`src/rtl/core/ptcr_div.sv`:
```
// ----------------------------------------------------------------------------
// ptcr_div
// Remainder of a 16-bit value by a constant divisor, using reciprocal
// multiplication; the quotient is registered first, then the remainder, and done rises as the remainder is loaded.
// ----------------------------------------------------------------------------
module ptcr_div #(
   parameter int DIVISOR = 3
) (
   input  logic        clock,
   input  logic        reset,
   input  logic        start,
   input  logic [15:0] dividend,
   output logic        done,
   output logic [15:0] remainder
);

   // Reciprocal rounded up; the quotient is exact for every 16-bit dividend
   // with a divisor up to 65536.
   localparam longint unsigned RECIP =
      ((64'd1 << 32) + 64'(DIVISOR) - 64'd1) / 64'(DIVISOR);
   localparam logic [32:0] RECIP_W   = 33'(RECIP);
   localparam logic [32:0] DIVISOR_W = 33'(DIVISOR);

   logic        step_ff;
   logic        done_ff;
   logic [15:0] dvd_ff;
   logic [15:0] quo_ff;
   logic [15:0] rem_ff;
   logic [48:0] prod;
   logic [32:0] back;

   // The reciprocal product gives the quotient, registered on start; the remainder follows from it.
   assign prod = {33'b0, dividend} * {16'b0, RECIP_W};
   assign back = {17'b0, quo_ff} * DIVISOR_W;

   always_ff @(posedge clock) begin
      if (reset) begin
         step_ff <= 1'b0;
         done_ff <= 1'b0;
      end else begin
         step_ff <= start;
         done_ff <= step_ff;
      end
      if (start) begin
         dvd_ff <= dividend;
         quo_ff <= prod[47:32];
      end
      if (step_ff) begin
         rem_ff <= 16'({17'b0, dvd_ff} - back);
      end
   end

   assign done      = done_ff;
   assign remainder = rem_ff;

endmodule

```
`config.mk`:
```
export PLATFORM = sky130hd
export DESIGN_NAME = ptcr_div
export DESIGN_NICKNAME = d
export VERILOG_FILES = /design/src/rtl/core/ptcr_div.sv
export SDC_FILE = /design/constraint.sdc
export NUM_CORES = 1
export LEC_CHECK = 0
export BUFFER_PORTS_ARGS = -buffer_cell sky130_fd_sc_hd__clkbuf_2
export CORE_UTILIZATION = 45
export CTS_CLUSTER_SIZE = 8
export DETAILED_ROUTE_END_ITERATION = 7
export HOLD_SLACK_MARGIN = 0.1
export PLACE_DENSITY_LB_ADDON = 0.1
export SYNTH_ARGS = -nofsm -noshare
export SYNTH_HDL_FRONTEND = slang
export SYNTH_SLANG_ARGS = --single-unit
export TNS_END_PERCENT = 30
```
`constraint.sdc`:
```
create_clock -name clock -period 19.3 [get_ports clock]
set_input_delay 3.86 -clock clock [delete_from_list [all_inputs] [get_ports clock]]
set_output_delay 3.86 -clock clock [all_outputs]
set_load 0.005 [all_outputs]
```
==> impl_metrics.py, run 1 <==
metrics = {
    "status": {
        "run_status": "finished with violations",
        "violations": "design-rule violations",
    },
    "die": {
        "start_util": 0.4664,
        "ios": 36,
        "core_area_um2": 14700,
        "die_area_um2": 15730,
        "num_rows": 44,
        "die_h_um": 125.4,
        "die_w_um": 125.4,
    },
    "cells_and_area": {
        "multi_input_area_um2": 4788,
        "seq_area_um2": 1451,
        "finish.utilization": 0.5069,
        "drive_gt1_frac": 0.08859,
        "n_antenna_cell": 0,
        "n_fill_cell": 1290,
        "mostFrequentLayoutCells": "inv_1 (164), ha_1 (136), fa_1 (95)",
        "mostFrequentLayoutCell": "inv_1",
        "finalInstanceArea_um2": 7451,
        "area_delta_synth_final_pct": 8.688,
        "finalNetCount": 915,
    },
    "clock_network": {
        "cts_sinks": 49,
        "clk_path_buf_depth": 2,
        "cts_buffers": 5,
        "holdBufCountCts": 0,
        "cts_setup_buffers": 0,
        "cts_tree": "yes",
        "cts_max_level": 2,
        "cts_resized": 0,
        "clock_latency_ns": 0.29,
        "clkSlewWorstSetupHoldPaths_ns": 0.06,
        "cts-root-buf": "clkbuf_16",
    },
    "place": {
        "place_congestion": 0.8492,
        "post-dp-hpwl_mm": 11.70,
        "placed_area_um2": 7261,
        "port_buffers": 35,
    },
    "logic_synthesis": {
        "synth_fa_ha_area_frac": 0.5256,
        "synth_compound_area_frac": 0.08177,
        "async_flop_share": 0,
        "synthCells": 623,
        "synth.distinct_cells": 44,
        "synth_mux_area_frac": 0,
        "synth_seq_cells": 49,
        "yosysSeqAreaShare": 0.2117,
        "yosys_warnings": 0,
        "syn_area_um2": 6855,
        "synth-edff-count": 47,
        "synth-main-ff-cell": "edfxtp_1",
        "synth_nets": 873,
        "syn_avg_cell_area_um2": 11.00,
        "synthXorXnorAreaFrac": 0.03833,
        "yosys.area_share.simple": 0.05275,
        "synth_top_family_by_area": "adder cells",
    },
    "grt": {
        "grt_pass1_wl_mm": 21.74,
        "antenna_found_initial": 0,
        "grt.total_usage": 0.1759,
        "grt_pass1_vias": 4510,
        "grt_max_degree": 33,
        "grt-ovfl-total": 0,
    },
    "timing": {
        "skew_ns": 0.002916,
        "relSlewSlack": 0.5021,
        "tns_ns": 0,
        "period_needed_ns": 9.358,
        "rsz0062_at_grt": "no",
        "slew_violations": 0,
        "hold_violations": 0,
        "setup_violations": 0,
        "period_share": 0.4848,
        "fmax_mhz": 106.9,
        "worst_slew_pin_slew_ns": 0.7468,
    },
    "detailed_routing": {
        "vias": 4277,
        "drc_errors": 6,
        "totalWireLength_mm": 13.00,
        "route.met2.wl_mm": 6.599,
        "dr.pass1.iters": 8,
        "met3_wirelength_um": 195,
        "drt_iter0_markers": 122,
        "met1_length_mm": 6.089,
        "topRoutingLayerUsed": "met4",
        "drt-wirelength-per-cell_um": 15.30,
        "viasPerCell": 5.032,
        "ant_nets": 0,
    },
    "critical_path": {
        "cpMostUsedCell": "fa_1",
        "crit_path_start_kind": "input pin",
        "worstPathRequired_ns": 19.33,
        "path_buf_inv": 5,
        "critPathArrivalTime_ns": 9.39,
        "path_depth": 20,
        "end_kind": "register",
        "worstSetupPathType": "input pin to register",
        "path_delay_family": "adder cells",
        "worst-path-max-fanout": 7,
        "reg2regPathDepth": 11,
        "critPathSlowestCell": "fa_1",
        "max_stage_delay_ns": 0.75,
        "crit_chain": "clkbuf_2, ha_1, fa_1, fa_1, inv_1, fa_1, inv_1, fa_1, inv_1, fa_1, inv_1, ha_1, a211oi_1, o21ai_1, nand2_1, o31ai_1, a31oi_1, nand3_1, a31oi_1, xnor2_1",
    },
    "worst_hold_path": {
        "hold_depth": 2,
        "min_path_type": "register to register",
    },
    "flow_run": {
        "maxCapViolCount": 0,
    },
}
[final timing paths]
path | startpoint | endpoint | slack, ns
max | dividend[10] | quo_ff[14]$_DFFE_PP_ | 9.94
min | quo_ff[0]$_DFFE_PP_ | remainder[0]$_DFFE_PP_ | 0.68
max reg2reg | quo_ff[2]$_DFFE_PP_ | remainder[10]$_DFFE_PP_ | 16.38
min reg2reg | quo_ff[0]$_DFFE_PP_ | remainder[0]$_DFFE_PP_ | 0.68
[routing by layer]
metal / global-route usage / vias up
met1: 0.2251 / 2092
met2: 0.3232 / 43
li1: - / 2134
met5: 0 / -
met4: 0.03802 / 0
met3: 0.01369 / 8
[stage by stage]
stage               instances  hold WS, ns  worst slack, ns
floorplan                 623       0.6318            10.31
global route              850       0.7195            9.558
detailed placement        842       0.6598            9.592
CTS                       850       0.6794            9.922
finish                    850       0.6761            9.942
global placement          842       0.6386            9.672
[state kept, by name, summed over array words and instances (netlist names)]
name	flops
done	1
remainder	16
quo_ff	15
step_ff	1
dvd_ff	16
[cell type report]
class                   count  area share
clock buffers               5     0.01679
multi-input cells         410      0.6427
repair buffers             35     0.02351
inverters                 164     0.08262
flip-flops and latches     49      0.1948
well taps                 184     0.03090
clock inverters             3    0.008732
[worst reg2reg max path: stages, from the launching register on]
cell and delay (ns):
edfxtp_1 0.35, inv_1 0.12, fa_1 0.43, ha_1 0.35, nor2b_1 0.14, o21ai_1 0.19, a21boi_2 0.09, o21a_1 0.19
nor3_1 0.26, o31a_1 0.29, nor2b_1 0.18, xnor2_1 0.07
[synthesized netlist by cell type (8+ instances only)]
master / number / area share
a21o_1: 10 / 0.011
a21oi_1: 17 / 0.012
edfxtp_1: 47 / 0.21
fa_1: 95 / 0.28
ha_1: 136 / 0.25
inv_1: 164 / 0.090
nand2_1: 15 / 0.0082
nand3_1: 8 / 0.0058
nor2_1: 14 / 0.0077
nor3_1: 8 / 0.0058
o21ai_1: 9 / 0.0066
xnor2_1: 24 / 0.031
[cell families after synthesis]
logic type	after synthesis
xor gates and xnor gates	30
and+or+nand+nor	71
buffers and inverters	164
DFF	49
adders and majority gates	231
AOI/OAI and AO/OA	78
Power of run 1 is left out: the tool's default activity adds up to more than one toggle a clock period on the data nets, which glitch-free logic cannot reach.
==> run 2: changes to the inputs <==
- clock period: 19.3 -> 8.61 ns (I/O delays scaled with it)
==> run 2 against run 1 <==
Net effect: first-iteration DRC count is 22% lower; wire length up 0.93%; largest cell class unchanged; cell area is essentially flat; clock skew grew 0.0016 ns; register-to-register slack lost 11 ns; the flow still finishes with violations (design-rule violations); critical path type unchanged.
==> impl_metrics.py, run 2 (synthesis gave the netlist of run 1 again) <==
metrics = {
    "status": {
        "run_status": "finished with violations",
        "violations": "design-rule violations",
    },
    "detailed_routing": {
        "drc_errors": 6,
        "ant_nets": 0,
        "dr.pass1.iters": 8,
        "drt_iter0_markers": 95,
        "drt-wirelength-per-cell_um": 15.44,
        "vias": 4274,
        "viasPerCell": 5.028,
        "totalWireLength_mm": 13.12,
    },
    "grt": {
        "grt_pass1_wl_mm": 21.92,
        "antenna_found_initial": 0,
        "grt-ovfl-total": 0,
        "grt_pass1_vias": 4547,
        "grt.total_usage": 0.1789,
        "grt_max_degree": 33,
    },
    "clock_network": {
        "cts_tree": "yes",
        "cts-root-buf": "clkbuf_16",
        "cts_sinks": 49,
        "clock_latency_ns": 0.29,
        "clkSlewWorstSetupHoldPaths_ns": 0.06,
        "cts_max_level": 2,
        "cts_resized": 0,
        "clk_path_buf_depth": 2,
        "cts_buffers": 5,
        "cts_setup_buffers": 0,
        "holdBufCountCts": 0,
    },
    "die": {
        "start_util": 0.4664,
        "die_h_um": 125.4,
        "die_area_um2": 15730,
        "core_area_um2": 14700,
        "die_w_um": 125.4,
        "num_rows": 44,
        "ios": 36,
    },
    "cells_and_area": {
        "mostFrequentLayoutCell": "inv_1",
        "drive_gt1_frac": 0.08859,
        "area_delta_synth_final_pct": 8.742,
        "mostFrequentLayoutCells": "inv_1 (164), ha_1 (136), fa_1 (95)",
        "n_antenna_cell": 0,
        "finalNetCount": 915,
    },
    "critical_path": {
        "reg2regPathDepth": 11,
        "worstPathRequired_ns": 8.66,
        "reg2reg_slack_ns": 5.63,
        "crit_path_start_kind": "input pin",
        "critPathArrivalTime_ns": 7.22,
        "rr_endpoint": "remainder[10]$_DFFE_PP_",
        "r2r-start": "quo_ff[2]$_DFFE_PP_",
        "end_kind": "register",
        "worst-path-max-fanout": 7,
        "worstSetupPathType": "input pin to register",
    },
    "worst_hold_path": {
        "hp-start": "quo_ff[0]$_DFFE_PP_",
        "min_path_type": "register to register",
        "hold_depth": 2,
        "holdPathEnd": "remainder[0]$_DFFE_PP_",
    },
    "timing": {
        "slew_violations": 0,
        "period_needed_ns": 7.175,
        "relSlewSlack": 0.5077,
        "tns_ns": 0,
        "worst_slew_pin_slew_ns": 0.7384,
        "hold_violations": 0,
        "skew_ns": 0.004499,
        "setup_violations": 0,
        "rsz0062_at_grt": "no",
        "period_share": 0.8333,
        "fmax_mhz": 139.4,
    },
    "place": {
        "port_buffers": 35,
        "post-dp-hpwl_mm": 11.68,
        "place_congestion": 0.8493,
    },
    "flow_run": {
        "maxCapViolCount": 0,
    },
}
[run 2: cell types whose count changed in the layout (fill, tap and decap cells not counted), sizes merged]
cell / change
clkinv: -1
inv: +1
[run 2: worst max-delay path: stages]
cell and delay (ns):
clkbuf_2 0.16, ha_1 0.37, fa_1 0.48, fa_1 0.73, inv_1 0.16, fa_1 0.55
inv_1 0.05, fa_1 0.52, inv_1 0.08, fa_1 0.54, inv_1 0.04, ha_1 0.40
nand2_1 0.11, nor2_1 0.15, nand2_1 0.09, nor3_1 0.35, o2111ai_1 0.27, nand3b_1 0.20
a21oi_1 0.10, xnor2_1 0.13
[run 2: how the worst max path moves through the flow]
stage	from	end	slack, ns	depth (start not counted)
floorplan	dividend[1]	quo_ff[8]$_DFFE_PP_	1.76	20
global placement	dividend[10]	quo_ff[14]$_DFFE_PP_	1.12	20
detailed placement	dividend[10]	quo_ff[12]$_DFFE_PP_	1.08	20
CTS	dividend[10]	quo_ff[14]$_DFFE_PP_	1.40	20
global route	dividend[10]	quo_ff[12]$_DFFE_PP_	0.92	20
finish	dividend[10]	quo_ff[12]$_DFFE_PP_	1.44	20
[run 2: area by class of cell]
| type | count | area (um2) |
|---|---|---|
| clock buffer | 5 | 125.1 |
| clock inverter | 3 | 68.82 |
| fill | 1319 | 7244 |
| inverter | 164 | 615.6 |
| multi-input combinational | 410 | 4788 |
| sequential | 49 | 1451 |
| tap | 184 | 230.2 |
| timing repair buffer | 35 | 175.2 |
[run 2: per-layer routing]
layer  part of all wire  GRT usage  up-vias
met4              0.017    0.05022        0
met5                  0          0        -
met2               0.51     0.3281       57
met1               0.46     0.2252     2067
met3              0.014    0.01369       15
li1                   -          -     2135
[run 2: through the flow]
stage / cell area [um2] / cells / hold slack [ns] / util / setup slack, ns
after floorplan: 6855 / 623 / 0.6318 / - / 1.759
after global placement: 7261 / 842 / 0.6386 / 0.4940 / 1.120
after detailed placement: 7261 / 842 / 0.6586 / 0.4940 / 1.077
after CTS: 7455 / 850 / 0.6806 / 0.5072 / 1.402
after global routing: 7455 / 850 / 0.7118 / 0.5072 / 0.9208
final: 7455 / 850 / 0.6776 / 0.5072 / 1.435
Power of run 2 is left out for the same reason.
