===== src/rtl/core/ptcr_ram.sv =====
// ----------------------------------------------------------------------------
// ptcr_ram
// Generic single-write, single-read synchronous RAM with a registered read.
// ----------------------------------------------------------------------------
module ptcr_ram #(
   parameter int WIDTH = 8,
   parameter int DEPTH = 16
) (
   input  logic                     clock,
   input  logic                     we,
   input  logic [$clog2(DEPTH)-1:0] waddr,
   input  logic [WIDTH-1:0]         wdata,
   input  logic [$clog2(DEPTH)-1:0] raddr,
   output logic [WIDTH-1:0]         rdata
);

   logic [WIDTH-1:0] mem_ff [DEPTH];
   logic [WIDTH-1:0] rdata_ff;

   // Write port and registered read port; a read of the entry being
   // written returns the old contents.
   always_ff @(posedge clock) begin
      if (we) begin
         mem_ff[waddr] <= wdata;
      end
      rdata_ff <= mem_ff[raddr];
   end

   assign rdata = rdata_ff;

endmodule


===== config.mk =====
export PLATFORM = sky130hd
export DESIGN_NAME = ptcr_ram
export DESIGN_NICKNAME = d
export VERILOG_FILES = /design/src/rtl/core/ptcr_ram.sv
export SDC_FILE = /design/constraint.sdc
export NUM_CORES = 1
export LEC_CHECK = 0
export BUFFER_PORTS_ARGS = -buffer_cell sky130_fd_sc_hd__buf_2
export CORE_ASPECT_RATIO = 0.8
export CORE_UTILIZATION = 66
export CTS_BUF_LIST = sky130_fd_sc_hd__clkbuf_2
export DETAILED_ROUTE_END_ITERATION = 7
export PLACE_DENSITY_LB_ADDON = 0.3
export SYNTH_ARGS = -nofsm -noshare
export SYNTH_HDL_FRONTEND = slang
export SYNTH_SLANG_ARGS = --single-unit

===== constraint.sdc =====
create_clock -name clock -period 4.4 [get_ports clock]
set_input_delay 0.22 -clock clock [delete_from_list [all_inputs] [get_ports clock]]
set_output_delay 0.22 -clock clock [all_outputs]
set_load 0.05 [all_outputs]

==> results of run 1 <==
power by group:
part | switching, W | internal [W] | total (W)
logic | 0.000103 | 0.0000581 | 0.000161
clock network | 0.000397 | 0.000374 | 0.000771
registers | 0.0000101 | 0.00145 | 0.00146
placed cells by master (no fill, tap or decap), types with 4 or more instances in the layout:
| cell type | instances |
|---|---|
| mux4_1 | 14 |
| nor3_1 | 4 |
| buf_2 | 25 |
| bufinv_16 | 4 |
| mux4_2 | 18 |
| clkbuf_2 | 21 |
| dfxtp_1 | 8 |
| a22oi_1 | 16 |
| dlygate4sd3_1 | 11 |
| nor2_1 | 13 |
| edfxtp_1 | 128 |
| nand2_1 | 9 |
final cells by class:
class | count | area [um^2] | area share
Clock buffer | 21 | 105 | 0.0184
Sequential cell | 136 | 4000 | 0.701
Tap cell | 105 | 131 | 0.0230
Multi-Input combinational cell | 83 | 1060 | 0.185
Timing Repair Buffer | 39 | 258 | 0.0451
Clock inverter | 11 | 154 | 0.0270
Yosys cell counts, drive strengths merged:
master	instances	area share
nor2b	1	0.0012
nand3	1	0.00097
buf	7	0.011
mux4	32	0.15
edfxtp	128	0.75
nand2b	2	0.0024
a22oi	16	0.023
dfxtp	8	0.031
nor3	4	0.0039
and2b	1	0.0015
or3b	1	0.0017
nor2	13	0.0095
nand3b	2	0.0029
and2	1	0.0012
nand2	9	0.0066
clkdlybuf4s25	3	0.0058
repair_timing:
| item | CTS | global route |
|---|---|---|
| setup endpoints to repair | 0 | 0 |
| gates resized for setup | 0 | 0 |
| hold buffers | 10 | 1 |
| buffers inserted | 0 | 0 |
| hold endpoints to repair | 131 | 3 |
routing by layer:
layer / routed length [um] / vias to the layer above / track usage
met4: 116 / 0 / 0.104
met5: 0 / - / 0
met1: 3910 / 1237 / 0.371
met2: 4650 / 138 / 0.404
li1: - / 1075 / -
met3: 724 / 12 / 0.0706
path summary, 6_finish.rpt:
kind / end / cells past startpoint / start
worst min register to register: rdata[3] / 3 / mem_ff[14][3]
worst max register to register: rdata[5] / 3 / mem_ff[0][5]
worst max-delay path: mem_ff[0][1] / 3 / waddr[1]
worst min-delay path: rdata[0] / 4 / raddr[3]
per-stage QoR:
step / utilization / area (um^2) / hold slack (ps)
2_1_floorplan: - / 5150 / 319
3_3_place_gp: 0.716 / 5340 / 607
3_5_place_dp: 0.716 / 5340 / 632
4_1_cts: 0.764 / 5700 / 9.44
5_1_grt: 0.765 / 5710 / 102
6_report: 0.765 / 5710 / 137
critical path, cell delays in order:
cell and delay [ps]:
dlygate4sd3_1 540, buf_2 170, nor3_1 1030
cell families (layout without fill, tap and decap cells):
logic type	after synthesis	in the layout	synth area share
buf+inv	10	71	0.0168
flops	136	136	0.778
compound gates	16	16	0.0233
simple gates	35	35	0.0318
mux	32	32	0.150
sequential cells by signal (all words and copies together) (netlist names):
signal and count:
mem_ff 128, rdata 8
==> flow_summary.ini, run 1 <==
[global_route]
grt_pass1_wl_um = 14100
antenna_found_initial = 0
grt_overflow = 0
grt_pass1_vias = 2466
grt_usage = 0.263
grt_max_degree = 33

[worst_setup_path]
cp-end-kind = flop
cp.required_ps = 4670
start_kind = input port
cp_data_arrival_time_ps = 1960
crit_fanout = 8
r2r_slack_ps = 2980
critPathKind = in2reg

[die]
initial_core_util = 0.690
die_area_um2 = 8160
rows = 28
die_w_um = 101
die_h_um = 81.0
ios = 26
coreArea_um2 = 7460

[sta]
rsz0062_at_grt = false
slew_headroom = 0.135
finalSetupViolCount = 0
slew_viol_final = 0
worstMarginPinSlew_ps = 1290
final.setup.tns_ps = 0
hold_viol = 0
post-route-min-period_ps = 1690
layout_worst_path_cycle_share = 0.384
worst_clock_skew_ps = 12.9
layout_setup_ws_ps = 2710
fmax_mhz = 592

[synthesis]
syn_area_um2 = 5150
avgSynthCellArea_um2 = 22.5
ys_seq_elements = 136
yosysSeqAreaShare = 0.778
yosysWarnings = 0
syn_nets = 247
ys_types = 19
syn_inst = 229

[finish]
final_nets = 295
syn2layout_area_growth_pct = 10.9
fin_cells = 395
fill_cells = 423
antenna_cells = 0
drive_above_1_share = 0.262

[clock_tree]
cts_tree = built
clkTransAtPathRegs_ps = 160
clk_path_buf_depth = 2
insertion_delay_ps = 640
cts_root_buf = clkbuf_2
tritoncts.num_buffers = 17
cts_sinks = 136
cts.htree.levels = 4

[route]
wirelength_um = 9400
vias = 2462
drc_errors = 0
wl_per_cell_um = 23.8
drtAntennaViolNets = 0
drt_iter0_drc = 391
drt-vias-per-instance = 6.23
first_pass_iters = 5

[pwr]
p_leak_nw = 1.92
ir_drop_mv = 0.262
powerDensity_nw_per_um2 = 418
p_total_w = 0.00239

[hold_path]
min_path_type = in2reg

[placed_design]
dp_slack_ps = 2150
place_congestion = 0.794
port_buffers = 25
hpwl_um = 5710
dp_cells = 352

[outcome]
outcome = complete, no violations

[run]
max-cap-violations = 0
No activity file was read; power rests on OpenSTA's default activity.
==> run 2: changes to the inputs <==
--- a/config.mk
+++ b/config.mk
@@ -5,9 +5,10 @@
 export SDC_FILE = /design/constraint.sdc
 export NUM_CORES = 1
 export LEC_CHECK = 0
+export ABC_AREA = 1
 export BUFFER_PORTS_ARGS = -buffer_cell sky130_fd_sc_hd__buf_2
 export CORE_ASPECT_RATIO = 0.8
-export CORE_UTILIZATION = 66
+export CORE_UTILIZATION = 63
 export CTS_BUF_LIST = sky130_fd_sc_hd__clkbuf_2
 export DETAILED_ROUTE_END_ITERATION = 7
 export PLACE_DENSITY_LB_ADDON = 0.3
==> constraint.sdc (replaced) <==
create_clock -name clock -period 1.77 [get_ports clock]
set_input_delay 0.0885 -clock clock [delete_from_list [all_inputs] [get_ports clock]]
set_output_delay 0.0885 -clock clock [all_outputs]
set_load 0.05 [all_outputs]
==> flow_summary.ini, run 2 <==
[outcome]
outcome = complete, no violations

[synthesis]
synth_edf_count = 128
ys_seq_elements = 136
syn_area_um2 = 5770
syn_nets = 569
synth_area_leader_cell = edfxtp_1
synthFlopType = edfxtp_1
ys_types = 12
yosysWarnings = 0
yosysMostFrequentCell = nand2_1
yosysSeqAreaShare = 0.694
synth_top_area_frac = 0.667
avgSynthCellArea_um2 = 10.5
syn_inst = 551
async_flop_share = 0
synth.area.top_cells = edfxtp_1, nand2_1, nand3_1
synthTopCellsByCount = nand2_1, edfxtp_1, inv_1

[sta]
final.setup.tns_ps = 0
layout_worst_path_cycle_share = 0.807
finalSetupViolCount = 0
slew_headroom = 0.544
rsz0062_at_grt = false
fmax_mhz = 700
slew_viol_final = 0
worst_clock_skew_ps = 25.2
layout_setup_ws_ps = 341
worstMarginPinSlew_ps = 682
hold_viol = 0
post-route-min-period_ps = 1430

[worst_setup_path]
reg2reg_to = rdata[2]
crit_fanout = 1
cp-end-kind = flop
critPathKind = reg2reg
cp_data_arrival_time_ps = 1980
rr_worst_depth = 7
cp.required_ps = 2320
r2r_slack_ps = 340
start_kind = flop
worstReg2RegStart = mem_ff[10][2]

[finish]
regMostFlops = mem_ff
most-common-layout-cells = nand2_1, edfxtp_1, inv_1
syn2layout_area_growth_pct = 12.0
final_nets = 621
largest_reg_flops = 128
utilization = 0.745
antenna_cells = 0
drive_above_1_share = 0.130
final_common_cell = nand2_1
fill_cells = 561
final_area_um2 = 6460

[clock_tree]
cts_tree = built
cts.htree.levels = 4
cts_resized = 0
tritoncts.num_buffers = 17
clkTransAtPathRegs_ps = 190
postCtsSetupBuffers = 0
cts_root_buf = clkbuf_2
insertion_delay_ps = 650
clk_path_buf_depth = 2
cts_sinks = 136

[pwr]
ir_drop_mv = 0.644
powerDensity_nw_per_um2 = 989
p_leak_nw = 2.84

[die]
rows = 30
coreArea_um2 = 8670
ios = 26
die_area_um2 = 9540
die_h_um = 87.6
die_w_um = 109
initial_core_util = 0.665

[global_route]
grt_overflow = 0
antenna_found_initial = 0
grt_pass1_wl_um = 20100
grt_usage = 0.300
grt_max_degree = 65
grt_pass1_vias = 3790

[route]
wl_met2_um = 5770
wl_met3_um = 1580
drc_errors = 0
drtAntennaViolNets = 0
wl_per_cell_um = 17.8
wirelength_um = 12900
drt-vias-per-instance = 5.53
top_layer = met4
vias = 4029
wl_met1_um = 5330
drt_iter0_drc = 485
first_pass_iters = 5

[hold_path]
hold_path_end = mem_ff[0][5]
min_path_type = in2reg
hold_depth = 4
hold_start = we

[placed_design]
place_congestion = 0.846
port_buffers = 25
dp_slack_ps = 396
hpwl_um = 8010
place_area_um2 = 6040

[run]
max-cap-violations = 0
## run 2: cells by family after synthesis
kind of cell / after synthesis / synth area share
buffers and inverters: 126 / 0.0952
flip-flops: 136 / 0.694
AND/OR/NAND/NOR: 289 / 0.210
## run 2: power by group
group          switching (W)  internal (W)  leakage [nW]  total (W)
combinational       0.000383      0.000147          1.45   0.000530
sequential         0.0000264       0.00360          1.22    0.00362
clock                0.00116       0.00107         0.171    0.00223
total                0.00157       0.00482          2.84    0.00638
## run 2: worst max-delay path, cell delays in order (launching register included)
cell and delay [ps]:
edfxtp_1 410, inv_1 60, nand2_1 50, nand3_1 80, nand3_1 80, nand3_1 80, dlygate4sd3_1 540, nand2_1 40
## run 2: how the worst max path moves through the flow
stage                       start            end  slack [ps]  cells after the start
floorplan                waddr[2]  mem_ff[10][0]         730                      2
finish              mem_ff[10][2]       rdata[2]         340                      7
global placement         raddr[0]       rdata[1]         450                      7
detailed placement       raddr[0]       rdata[1]         400                      7
global route         mem_ff[8][2]       rdata[2]         250                      7
CTS                      rdata[2]       rdata[2]         320                      1
## run 2: through the flow
stage	hold slack [ps]	instances	power [W]
finish	68.6	728	0.00638
CTS	34.8	728	0.00638
floorplan	187	551	0.00401
global route	13.4	728	0.00656
detailed placement	446	685	0.00419
global placement	449	685	0.00418
## run 2: what timing repair did
| item | in CTS | in global routing |
|---|---|---|
| hold buffers | 11 | 0 |
| hold endpoints to repair | 136 | 0 |
| setup endpoints to repair | 0 | 0 |
## run 2: final cells by class
type                    count  area (um^2)  share of cell area
well taps                 112          140              0.0217
flip-flops and latches    136         4000               0.620
clock buffers              17         85.1              0.0132
inverters                 102          383              0.0593
clock inverters            15          226              0.0351
multi-input cells         289         1210               0.188
repair buffers             57          405              0.0628
## run 2: per-layer routing
layer  vias to the layer above  global-route usage
met2                       266               0.427
li1                       1876                   -
met3                        26              0.0967
met4                         0               0.109
met5                         -                   0
met1                      1861               0.439
==> run 3: changes to the inputs <==
--- a/config.mk
+++ b/config.mk
@@ -8,7 +8,7 @@
 export ABC_AREA = 1
 export BUFFER_PORTS_ARGS = -buffer_cell sky130_fd_sc_hd__buf_2
 export CORE_ASPECT_RATIO = 0.8
-export CORE_UTILIZATION = 63
+export CORE_UTILIZATION = 57
 export CTS_BUF_LIST = sky130_fd_sc_hd__clkbuf_2
 export DETAILED_ROUTE_END_ITERATION = 7
 export PLACE_DENSITY_LB_ADDON = 0.3
==> constraint.sdc (replaced) <==
create_clock -name clock -period 1.2 [get_ports clock]
set_input_delay 0.06 -clock clock [delete_from_list [all_inputs] [get_ports clock]]
set_output_delay 0.06 -clock clock [all_outputs]
set_load 0.05 [all_outputs]
==> flow_summary.ini, run 3 (synthesized netlist as in run 2, its figures left out) <==
[outcome]
outcome = complete, but fails checks
violations = setup timing

[global_route]
top_usage_layer = met2
grt_max_degree = 65
grt_usage = 0.268
grtUsageMet2 = 0.387
grt_pass1_wl_um = 19900
grt_pass1_vias = 3773
met1_usage = 0.382
grt_overflow = 0
antenna_found_initial = 0
use_met3 = 0.0899

[pwr]
p_int_w = 0.00640
p_comb_frac = 0.104
swShare = 0.248
p_sw_w = 0.00211
powerDensity_nw_per_um2 = 1290
ir_drop_mv = 0.989
clkPwrFrac = 0.266
p_leak_nw = 2.90
seq_power_share = 0.630

[route]
drt-vias-per-instance = 5.15
vias = 3914
drtAntennaViolNets = 0
drc_errors = 0
drt_iter0_drc = 376
wirelength_um = 12900
first_pass_iters = 5
wl_per_cell_um = 16.9

[sta]
final.setup.tns_ps = -440
finalSetupViolCount = 8
hold_viol = 0
fmax_mhz = 771
worst_clock_skew_ps = 34.8
rsz0062_at_grt = true
layout_setup_ws_ps = -97.4
post-route-min-period_ps = 1300
slew_viol_final = 0
worstMarginPinSlew_ps = 464
layout_worst_path_cycle_share = 1.08
slew_headroom = 0.691

[die]
coreArea_um2 = 9730
die_h_um = 92.0
ios = 26
die_w_um = 114
initial_core_util = 0.593
rows = 32
die_area_um2 = 10500

[finish]
largest_reg_flops = 128
drive_above_1_share = 0.143
antenna_cells = 0
most-common-layout-cells = nand2_1, edfxtp_1, inv_1
syn2layout_area_growth_pct = 14.3
final_nets = 629
final_common_cell = nand2_1
regMostFlops = mem_ff

[clock_tree]
clk_path_buf_depth = 2
clkTransAtPathRegs_ps = 180
cts.htree.levels = 4
cts_root_buf = clkbuf_2
tritoncts.num_buffers = 17
cts_tree = built
insertion_delay_ps = 680
cts_sinks = 136
postCtsSetupBuffers = 0

[worst_setup_path]
cp.required_ps = 1140
worst-path-buf-inv = 1
crit_start = rdata[2]
critPathKind = reg2out
slowest_stage = dfxtp_2
cp_slowest_stage_delay_ps = 400
start_kind = flop
path_depth = 1
path_cells = buf_8
critical-path-top-delay-family = flip-flops
rr_worst_depth = 6
worstReg2RegStart = mem_ff[7][1]
crit_fanout = 1
cp-end-kind = output port
cp_data_arrival_time_ps = 1240

[placed_design]
dp_slack_ps = 98.3
port_buffers = 25
place_congestion = 0.856
hpwl_um = 7770

[hold_path]
hold_depth = 8
min_path_type = in2reg
hold_start = raddr[0]

[run]
max-cap-violations = 0
==> run 3: cell count changes in the layout (fill, tap and decap cells not counted), sizes merged <==
cell | before | now
clkinvlp | 3 | 0
bufinv | 5 | 1
buf | 46 | 49
dlygate4sd3 | 11 | 16
clkinv | 6 | 7
inv | 103 | 102
clkbuf | 17 | 24
==> run 3: final cells by class <==
class,instances,area [um^2]
Sequential cell,136,4010
Tap cell,136,170
Multi-Input combinational cell,289,1220
Timing Repair Buffer,65,624
Clock buffer,24,120
Fill cell,719,3140
Inverter,102,383
Clock inverter,8,61.3
==> run 3: worst paths after layout <==
| kind | endpoint | slack (ps) |
|---|---|---|
| max | rdata[2] | -100 |
| min | rdata[2] | 60 |
| min reg2reg | rdata[5] | 670 |
| max reg2reg | rdata[1] | 180 |
==> run 3: power by group through the flow <==
stage	combinational [W]	clock [W]	sequential [W]
3_3_place_gp	0.000756	0	0.00544
3_5_place_dp	0.000769	0	0.00545
6_report	0.000883	0.00226	0.00536
5_1_grt	0.000954	0.00251	0.00537
4_1_cts	0.000859	0.00230	0.00536
2_1_floorplan	0.000375	0	0.00554
==> run 3: metrics by stage <==
stage	hold slack, ps	instances	total power (W)	instance area, um^2	utilization
final	61.6	760	0.00850	6590	0.677
after global routing	10.5	760	0.00884	6590	0.677
after CTS	-35.7	758	0.00852	6560	0.674
after detailed placement	425	712	0.00621	6150	0.632
after global placement	430	712	0.00620	6150	0.632
after floorplan	159	551	0.00592	5770	-
==> run 3: per-layer routing <==
metal	wire (um)	vias to the layer above
li1	-	1895
met1	5680	1813
met2	5810	188
met3	1230	18
met4	161	0
met5	0	-
==> run 3: repair_timing <==
| item | 4_1_cts | 5_1_grt |
|---|---|---|
| endpoints found under the setup margin | 8 | 15 |
| hold endpoints to repair | 179 | 45 |
| hold buffers | 14 | 3 |
| gates resized for setup | 30 | 4 |
